$ cat config.mk
export PLATFORM = sky130hd
export DESIGN_NAME = hwc_lane
export DESIGN_NICKNAME = d
export VERILOG_FILES = /design/src/assert_macros.svh /design/src/hwc_pkg.sv /design/src/hwc_div.sv /design/src/hwc_lane.sv
export SDC_FILE = /design/constraint.sdc
export NUM_CORES = 2
export LEC_CHECK = 0
export BUFFER_PORTS_ARGS = -buffer_cell sky130_fd_sc_hd__buf_2
export CORE_ASPECT_RATIO = 0.9
export CORE_MARGIN = 2
export CORE_UTILIZATION = 59
export DETAILED_ROUTE_END_ITERATION = 6
export PLACE_DENSITY_LB_ADDON = 0.05
export SLEW_MARGIN = 25
export SYNTH_ARGS = -nofsm -noshare
export SYNTH_HDL_FRONTEND = slang
export SYNTH_SLANG_ARGS = --single-unit
$ cat constraint.sdc
create_clock -name clk -period 7.2 [get_ports clk]
set_input_delay 1.44 -clock clk [delete_from_list [all_inputs] [get_ports clk]]
set_output_delay 1.44 -clock clk [all_outputs]
set_load 0.01 [all_outputs]
$ cat src/assert_macros.svh
// Assertion helpers used by the top-level RTL file.
`ifndef ASSERT_MACROS_SVH
`define ASSERT_MACROS_SVH

// Clocked property check, disabled while reset is high.
`define HWC_ASSERT(lbl, clk, rst, prop, msg) \
  lbl: assert property (@(posedge clk) disable iff (rst) (prop)) else $error(msg);

// Property that must never hold, disabled while reset is high.
`define HWC_NEVER(lbl, clk, rst, prop, msg) \
  lbl: assert property (@(posedge clk) disable iff (rst) !(prop)) else $error(msg);

`endif

$ cat src/hwc_pkg.sv
// ----------------------------------------------------------------------------
// hwc_pkg
// Shared widths, state encodings and lane interface types for the HSV
// window train-and-classify block.
// ----------------------------------------------------------------------------
`default_nettype none

package hwc_pkg;

  localparam int COUNT_BITS = 16;
  localparam int LANES      = 3;
  localparam int CHAN_W     = 8;
  localparam int BOUND_W    = 9;
  localparam int GAIN_W     = 4;
  localparam int SUM_W      = COUNT_BITS + CHAN_W;
  localparam int SQ_W       = COUNT_BITS + 2 * CHAN_W;
  localparam int VAR_W      = 2 * CHAN_W;
  localparam int SPREAD_W   = VAR_W + GAIN_W;
  localparam int DIV_CNT_W  = $clog2(SQ_W + 1);

  localparam logic [BOUND_W-1:0]    BOUND_MAX  = BOUND_W'(256);
  localparam logic [GAIN_W-1:0]     GAIN_RESET = GAIN_W'(1);
  localparam logic [COUNT_BITS-1:0] COUNT_MAX  = {COUNT_BITS{1'b1}};

  typedef enum logic [3:0] {
    LANE_IDLE,
    LANE_MEAN,
    LANE_PROD,
    LANE_SCALE,
    LANE_DEV,
    LANE_VSTART,
    LANE_VAR,
    LANE_BOUND,
    LANE_DONE
  } lane_state_t;

  typedef enum logic {
    TOP_IDLE,
    TOP_BUSY
  } top_state_t;

  typedef struct packed {
    logic accumulate;
    logic start;
    logic commit;
  } lane_ctrl_t;

  typedef struct packed {
    logic done;
    logic hit;
  } lane_status_t;

endpackage

`default_nettype wire

$ cat src/hwc_div.sv
// ----------------------------------------------------------------------------
// hwc_div
// Restoring divider, one quotient bit per cycle. Pulses done with the
// quotient held until the next start.
// ----------------------------------------------------------------------------
`default_nettype none

module hwc_div (
  input  wire logic                           clk,
  input  wire logic                           rst,
  input  wire logic                           start,
  input  wire logic [hwc_pkg::SQ_W-1:0]       dividend,
  input  wire logic [hwc_pkg::COUNT_BITS-1:0] divisor,
  output logic                                done,
  output logic [hwc_pkg::SQ_W-1:0]            quotient
);

  logic                             active;
  logic [hwc_pkg::DIV_CNT_W-1:0]    cnt;
  logic [hwc_pkg::COUNT_BITS-1:0]   rem;
  logic [hwc_pkg::SQ_W-1:0]         quo;
  logic [hwc_pkg::COUNT_BITS:0]     shifted;
  logic [hwc_pkg::COUNT_BITS:0]     diff;
  logic                             fits;

  // Trial subtract of the divisor from the shifted remainder
  always_comb begin
    shifted = {rem, quo[hwc_pkg::SQ_W-1]};
    diff    = shifted - {1'b0, divisor};
    fits    = shifted >= {1'b0, divisor};
  end

  // Control: iteration count and completion pulse
  always_ff @(posedge clk) begin
    if (rst) begin
      active <= 1'b0;
      cnt    <= '0;
      done   <= 1'b0;
    end else begin
      done <= 1'b0;
      if (start) begin
        active <= 1'b1;
        cnt    <= hwc_pkg::DIV_CNT_W'(hwc_pkg::SQ_W);
      end else if (active) begin
        cnt <= cnt - hwc_pkg::DIV_CNT_W'(1);
        if (cnt == hwc_pkg::DIV_CNT_W'(1)) begin
          active <= 1'b0;
          done   <= 1'b1;
        end
      end
    end
  end

  // Datapath: shift in one quotient bit per cycle
  always_ff @(posedge clk) begin
    if (start) begin
      quo <= dividend;
      rem <= '0;
    end else if (active) begin
      quo <= {quo[hwc_pkg::SQ_W-2:0], fits};
      rem <= fits ? diff[hwc_pkg::COUNT_BITS-1:0] : shifted[hwc_pkg::COUNT_BITS-1:0];
    end
  end

  assign quotient = quo;

endmodule

`default_nettype wire

$ cat src/hwc_lane.sv
// ----------------------------------------------------------------------------
// hwc_lane
// One color channel: training accumulators, window bounds, pixel compare
// and the sequencer that turns the sums into a new window.
// ----------------------------------------------------------------------------
`default_nettype none

module hwc_lane (
  input  wire logic                           clk,
  input  wire logic                           rst,
  input  wire hwc_pkg::lane_ctrl_t            ctrl,
  input  wire logic [hwc_pkg::CHAN_W-1:0]     px,
  input  wire logic [hwc_pkg::COUNT_BITS-1:0] n,
  input  wire logic [hwc_pkg::GAIN_W-1:0]     gain,
  output hwc_pkg::lane_status_t               status,
  output logic [hwc_pkg::BOUND_W-1:0]         win_low,
  output logic [hwc_pkg::BOUND_W-1:0]         win_high,
  output logic [hwc_pkg::BOUND_W-1:0]         cand_low,
  output logic [hwc_pkg::BOUND_W-1:0]         cand_high
);

  hwc_pkg::lane_state_t state, state_next;

  logic [hwc_pkg::SUM_W-1:0]     sum;
  logic [hwc_pkg::SQ_W-1:0]      sq;
  logic [2*hwc_pkg::CHAN_W-1:0]  px_sq;

  logic [hwc_pkg::CHAN_W-1:0]    mean;
  logic [2*hwc_pkg::CHAN_W-1:0]  p_mm;
  logic [hwc_pkg::SQ_W-1:0]      p_ms;
  logic [hwc_pkg::SQ_W-1:0]      p_nmm;
  logic [hwc_pkg::SQ_W-1:0]      dev;
  logic [hwc_pkg::SQ_W+1:0]      dev_full;
  logic [hwc_pkg::VAR_W-1:0]     var_q;
  logic [hwc_pkg::SPREAD_W-1:0]  spread;
  logic [hwc_pkg::SPREAD_W-1:0]  mean_wide;
  logic [hwc_pkg::SPREAD_W-1:0]  low_diff;
  logic [hwc_pkg::SPREAD_W:0]    high_sum;

  logic                          div_start;
  logic [hwc_pkg::SQ_W-1:0]      div_dividend;
  logic                          div_done;
  logic [hwc_pkg::SQ_W-1:0]      div_quo;

  hwc_div u_div (
    .clk      (clk),
    .rst      (rst),
    .start    (div_start),
    .dividend (div_dividend),
    .divisor  (n),
    .done     (div_done),
    .quotient (div_quo)
  );

  // Sample square for the accumulator
  assign px_sq = (2*hwc_pkg::CHAN_W)'(px) * (2*hwc_pkg::CHAN_W)'(px);

  // Deviation and bound arithmetic
  always_comb begin
    dev_full  = {2'b00, sq} + {2'b00, p_nmm} - {1'b0, p_ms, 1'b0};
    spread    = hwc_pkg::SPREAD_W'(gain) * hwc_pkg::SPREAD_W'(var_q);
    mean_wide = hwc_pkg::SPREAD_W'(mean);
    low_diff  = mean_wide - spread;
    high_sum  = {1'b0, spread} + {1'b0, mean_wide};
  end

  // Next state
  always_comb begin
    state_next = state;
    case (state)
      hwc_pkg::LANE_IDLE:   if (ctrl.start) state_next = hwc_pkg::LANE_MEAN;
      hwc_pkg::LANE_MEAN:   if (div_done) state_next = hwc_pkg::LANE_PROD;
      hwc_pkg::LANE_PROD:   state_next = hwc_pkg::LANE_SCALE;
      hwc_pkg::LANE_SCALE:  state_next = hwc_pkg::LANE_DEV;
      hwc_pkg::LANE_DEV:    state_next = hwc_pkg::LANE_VSTART;
      hwc_pkg::LANE_VSTART: state_next = hwc_pkg::LANE_VAR;
      hwc_pkg::LANE_VAR:    if (div_done) state_next = hwc_pkg::LANE_BOUND;
      hwc_pkg::LANE_BOUND:  state_next = hwc_pkg::LANE_DONE;
      hwc_pkg::LANE_DONE:   if (ctrl.commit) state_next = hwc_pkg::LANE_IDLE;
      default:              state_next = hwc_pkg::LANE_IDLE;
    endcase
  end

  // Outputs: divider launch and status
  always_comb begin
    div_start    = 1'b0;
    div_dividend = hwc_pkg::SQ_W'(sum);
    case (state)
      hwc_pkg::LANE_IDLE: begin
        div_start    = ctrl.start;
        // fold in the closing sample, which reaches sum at this same edge
        div_dividend = ctrl.accumulate ? hwc_pkg::SQ_W'(sum) + hwc_pkg::SQ_W'(px)
                                       : hwc_pkg::SQ_W'(sum);
      end
      hwc_pkg::LANE_VSTART: begin
        div_start    = 1'b1;
        div_dividend = dev;
      end
      default: begin
        div_start    = 1'b0;
        div_dividend = hwc_pkg::SQ_W'(sum);
      end
    endcase
    status.done = (state == hwc_pkg::LANE_DONE);
    status.hit  = ({1'b0, px} >= win_low) && ({1'b0, px} <= win_high);
  end

  // State, accumulators and window; commit loads the window and clears sums
  always_ff @(posedge clk) begin
    if (rst) begin
      state    <= hwc_pkg::LANE_IDLE;
      sum      <= '0;
      sq       <= '0;
      win_low  <= '0;
      win_high <= hwc_pkg::BOUND_MAX;
    end else begin
      state <= state_next;
      if (ctrl.commit) begin
        sum      <= '0;
        sq       <= '0;
        win_low  <= cand_low;
        win_high <= cand_high;
      end else if (ctrl.accumulate) begin
        sum <= sum + hwc_pkg::SUM_W'(px);
        sq  <= sq + hwc_pkg::SQ_W'(px_sq);
      end
    end
  end

  // Working registers of the window computation
  always_ff @(posedge clk) begin
    case (state)
      hwc_pkg::LANE_MEAN: begin
        if (div_done) mean <= div_quo[hwc_pkg::CHAN_W-1:0];
      end
      hwc_pkg::LANE_PROD: begin
        p_mm <= (2*hwc_pkg::CHAN_W)'(mean) * (2*hwc_pkg::CHAN_W)'(mean);
        p_ms <= hwc_pkg::SQ_W'(mean) * hwc_pkg::SQ_W'(sum);
      end
      hwc_pkg::LANE_SCALE: begin
        p_nmm <= hwc_pkg::SQ_W'(p_mm) * hwc_pkg::SQ_W'(n);
      end
      hwc_pkg::LANE_DEV: begin
        dev <= dev_full[hwc_pkg::SQ_W-1:0];
      end
      hwc_pkg::LANE_VAR: begin
        if (div_done) var_q <= div_quo[hwc_pkg::VAR_W-1:0];
      end
      hwc_pkg::LANE_BOUND: begin
        cand_low  <= (spread >= mean_wide) ? '0 : low_diff[hwc_pkg::BOUND_W-1:0];
        cand_high <= (high_sum > (hwc_pkg::SPREAD_W + 1)'(hwc_pkg::BOUND_MAX))
                     ? hwc_pkg::BOUND_MAX : high_sum[hwc_pkg::BOUND_W-1:0];
      end
      default: begin
        mean <= mean;
      end
    endcase
  end

endmodule

`default_nettype wire

---- Word level (Yosys, flattened, before mapping) ----
Index checks and enable logic that the tools add are counted.
operators by class
  $add $sub $neg .......................... 9
  multiply operators ...................... 5
  order comparisons ....................... 5
  eq/ne operators ......................... 13
  mux-type cells .......................... 17
  bitwise gates (word level) .............. 1
  reduce and logical (&&, ||, !) cells .... 9
operator list
  kind                   count
  $mux W32               2
  $pmux W32 S2           1
  $pmux W4 S9            1
  $add A32 B16 Y32       1
  $add A32 B32 Y32       1
  $mul A16 B16 Y32       1
  $mul A8 B8 Y16         2
  $sub A32 B32 Y32       1
  $mul A8 B24 Y31        1
  $add A24 B8 Y25        1
  $mux W25               1
  $add A24 B8 Y24        1
  $add A20 B8 Y21        1
  $gt A21 B9 Y1 const B  1
  $ge A20 B8 Y1          1
  $mul A4 B16 Y20        1
  $ge A17 B16 Y1         1
  $eq A4 B3 Y1 const B   4
  $mux W16               1
  $mux W4                4
  $sub A16 B16 Y16       1
  $mux W6                2
  $ge A8 B9 Y1           1
  $le A8 B9 Y1           1
  other kinds (18)       26
word-level totals
  register bits ........................... 287
  bits of input ports ..................... 33
  output and inout port bits .............. 38

---- Logic depth before layout (Yosys ltp) ----
  word-level depth ........................ 4
  mapped depth ............................ 24
  gate-level depth less buffers ........... 23

---- Hierarchy ----
From an unflattened synthesis, not the netlist that was laid out.
second synthesis, totals
  cells, all modules ...................... 3786
  area total of the unflattened synthesis .. 35114.9 µm²
by module, submodules not included
  module    instances  cells an instance  area each (µm²)
  hwc_lane  1          3461               31788.0
  hwc_div   1          325                3326.9

---- Worst setup path before layout ----
OpenSTA, ideal clock, no wires.
  kind .................................... input to register
  start point ............................. input port n[7] (netlist name)
  end point ............................... register p_nmm[31] (netlist name), data pin
  arrival time ............................ 7155 ps
  data required time ...................... 6940 ps
  setup slack ............................. -215 ps
  cell stages on the path ................. 23
  cells stage by stage .................... clkbuf_1 nand2_1 fa_1 inv_1 fa_1 inv_1 fa_1 inv_1 fa_1 fa_1 inv_1 fa_1 inv_1 ha_1 o21a_1 o21a_1 and3_1 a221o_1 o311a_1 o21ai_0 o2111ai_1 a21oi_1 xnor2_1
on the way
  longest elaborated chain between the ends .. 1
RTL lines
  element               line             text
  start, declared       hwc_lane.sv:13   input wire logic [hwc_pkg::COUNT_BITS-1:0] n,
  $mul A16 B16 Y32      hwc_lane.sv:141  p_nmm <= hwc_pkg::SQ_W'(p_mm) * hwc_pkg::SQ_W'(n);
  end signal, assigned  hwc_lane.sv:141
  end, declared         hwc_lane.sv:31   logic [hwc_pkg::SQ_W-1:0] p_nmm;
No other way between the ends.
A chain may end at the register's enable or synchronous reset.

---- Final worst setup path ----
  start point ............................. input port n[4] (netlist name)
  end point ............................... register p_nmm[25] (netlist name), data pin
The elaborated chain is that of the path after synthesis.

==> flow_summary.json <==
{
  "die_w_um": 259.6,
  "wl_per_cell_um": 18.50,
  "grt_max_degree": 56,
  "synthCells": 3704,
  "cts.sinks": 286,
  "drive_above_1_share": 0.06787,
  "clkPwrFrac": 0.207,
  "firstDrtPassIters": 5,
  "synth-edff-count": 184,
  "cts_tree": "built",
  "finalSetupTns_ns": 0,
  "clockBufferDepth": 3,
  "async_reset_ff_frac": 0,
  "hold_ws_ns": 0.4652,
  "hold_path.class": "reg2reg",
  "cts_made_buffers": 35,
  "final_hold_viol_count": 0,
  "slew_headroom": 0.3166,
  "rsz0062_at_grt": "true",
  "viasPerCell": 5.585,
  "yosys.area_share.adder": 0.3809,
  "yosys.area_share.simple": 0.1595,
  "synthTopCellsByCount": "inv_1 (653), fa_1 (443), nand2_1 (360)",
  "synth_xor_area_frac": 0.04978,
  "port_buffers": 70,
  "path_clk_slew_ns": 0.06,
  "p_leak_uw": 0.01822,
  "power-per-cell-area_nw_per_um2": 228.9,
  "antenna_found_initial": 1,
  "grt_pass1_vias": 26860,
  "startpoint_type": "input pin",
  "synth_area_leaders": "fa_1 (26%), edfxtp_1 (16%), ha_1 (13%), inv_1 (7.1%), dfxtp_1 (5.9%)",
  "diodes": 0,
  "die_area_um2": 60750,
  "gp_congestion": 0.9054,
  "synth_top_family_by_area": "adder cells",
  "synth.top_cell.area_share": 0.2557,
  "rows": 84,
  "yosysWarnings": 0,
  "cts_max_level": 2,
  "critPathArrivalTime_ns": 7.24,
  "synth.most_common_cell": "inv_1",
  "yosysSeqAreaShare": 0.2182,
  "synth-seq-cells": 286,
  "outcome": "completed",
  "path_max_fanout": 8,
  "synthFlopType": "edfxtp_1",
  "final-max-slew-violation-count": 0,
  "crit_required_ns": 7.50,
  "ir_drop_v": 0.0002517,
  "cap_violations": 0,
  "initial_core_util": 0.5957,
  "finClkSkew_ns": 0.01985,
  "tightest_slew_ns": 1.025,
  "dp_cells": 4527,
  "end_kind": "flip-flop",
  "grt.total_usage": 0.2941,
  "postCtsSetupRepairBufs": 0,
  "fmax_mhz": 144.0,
  "io_pins": 71,
  "p_switching_uw": 3438,
  "grt_pass1_wl_um": 140600,
  "fin_crit_sh": 0.9644,
  "syn_avg_cell_area_um2": 9.364,
  "fin_nets": 4614,
  "die_h_um": 234.0,
  "drtIter0Drc": 1586,
  "p_int_uw": 5131,
  "drt-total-wl_um": 84910,
  "area_growth_pct": 7.958,
  "p_sw_frac": 0.4012,
  "yosys-mux-area-fraction": 0.01515,
  "drc": 0,
  "post_dp_cell_area_um2": 36310,
  "clkLatencyLatePin_ns": 0.55,
  "min_period_ns": 6.944,
  "critical_path_class": "in2reg",
  "fill_cells": 4933,
  "power_frac_comb": 0.553,
  "design_area_um2": 37450,
  "grt_overflow_total": 0,
  "stdcell_count": 4590,
  "core_um2": 58230,
  "synth_compound_area_frac": 0.09242,
  "drtAntennaViolNets": 0,
  "synth_area_leader_cell": "fa_1",
  "synth_cell_type_count": 85,
  "final-setup-viol-count": 0,
  "vias": 25640,
  "p_seq_frac": 0.240,
  "clockRootBuffer": "clkbuf_16",
  "synth_area_um2": 34690,
  "dpl.hpwl_um": 67800
}
## per-stage QoR
stage / utilization / setup WS, ns / total power, uW
floorplan: - / -0.01287 / 5401
global placement: 0.6235 / -0.2308 / 6665
detailed placement: 0.6235 / -0.3082 / 6766
CTS: 0.6429 / 0.2855 / 8596
global route: 0.6431 / -0.07685 / 9336
finish: 0.6431 / 0.2565 / 8570
## sequential cells by signal (all words and copies together) (netlist names), 4 cells and up
signal,flops
mean,8
var_q,16
dev,32
u_div.cnt,6
p_nmm,32
cand_high,9
p_ms,31
sq,32
state,4
u_div.rem,16
cand_low,9
u_div.quotient,32
win_low,9
p_mm,15
win_high,9
sum,24
## cells in the final DEF, fill, tap and decap left out, drive strengths merged, types with 34 or more instances in the layout
cell type / instances
ha: 347
nor3: 57
a21o: 56
and2: 303
nor2: 215
buf: 163
nand3: 40
o21a: 34
a21oi: 140
o21ai: 103
inv: 656
fa: 443
xnor2: 143
mux2i: 48
xor2: 52
nand2: 360
edfxtp: 184
clkbuf: 47
dfxtp: 102
## final timing paths
path         cells past startpoint                  end  slack, ns                        start
max                             22  p_nmm[25]$_DFFE_PP_       0.26                         n[4]
min                              0   var_q[8]$_DFFE_PP_       0.47  u_div.quotient[8]$_DFFE_PP_
max reg2reg                     22  p_nmm[25]$_DFFE_PP_       0.41            p_mm[7]$_DFFE_PP_
min reg2reg                      0   var_q[8]$_DFFE_PP_       0.47  u_div.quotient[8]$_DFFE_PP_
## cells by family (layout without fill, tap and decap cells)
group,count (synthesis),in the layout
AO/OA/AOI/OAI,485,485
XOR/XNOR,195,195
adder cells (fa/ha/maj),790,790
buffers and inverters,774,880
flip-flops,286,286
multiplexers,52,52
other,2,8
AND/OR/NAND/NOR,1120,1120
## power groups by stage
stage | Combinational, uW | Sequential [uW] | Clock [uW]
after floorplan | 3330 | 2070 | 0
after global placement | 4580 | 2090 | 0
after detailed placement | 4680 | 2090 | 0
after CTS | 4730 | 2060 | 1810
after global routing | 5400 | 2070 | 1870
final | 4740 | 2060 | 1770
## final cells by class
cell class / count / area (um^2) / area share
Timing Repair Buffer: 163 / 1056 / 0.02820
Clock inverter: 15 / 153.9 / 0.004110
Sequential cell: 286 / 7567 / 0.2021
Multi-Input combinational cell: 2650 / 24270 / 0.6482
Clock buffer: 47 / 970.9 / 0.02593
Tap cell: 774 / 968.4 / 0.02586
Inverter: 655 / 2459 / 0.06566
## routing by layer
layer | GRT usage | vias up | part of all wire
met5 | 0 | - | 0
met4 | 0.08962 | 0 | 0.030
met1 | 0.3984 | 12860 | 0.44
li1 | - | 12040 | -
met3 | 0.05253 | 132 | 0.061
met2 | 0.4847 | 603 | 0.47
## critical path, cell delays in order
cell      delay, ns
buf_2          0.18
and2_1         0.20
fa_1           0.54
inv_1          0.05
fa_1           0.47
fa_1           0.52
inv_1          0.05
fa_1           0.45
fa_1           0.53
inv_1          0.05
fa_1           0.47
inv_1          0.04
ha_1           0.28
o21a_1         0.18
o21a_1         0.17
and3_1         0.18
a221o_1        0.36
o311a_1        0.35
o311ai_1       0.33
nand2b_1       0.12
a21oi_1        0.19
xnor2_1        0.09
## timing repair
item	CTS	global route
hold buffers	0	0
gates resized for setup	0	1
setup endpoints to repair	0	5
Note: power is estimated with default switching activity, not from simulation.
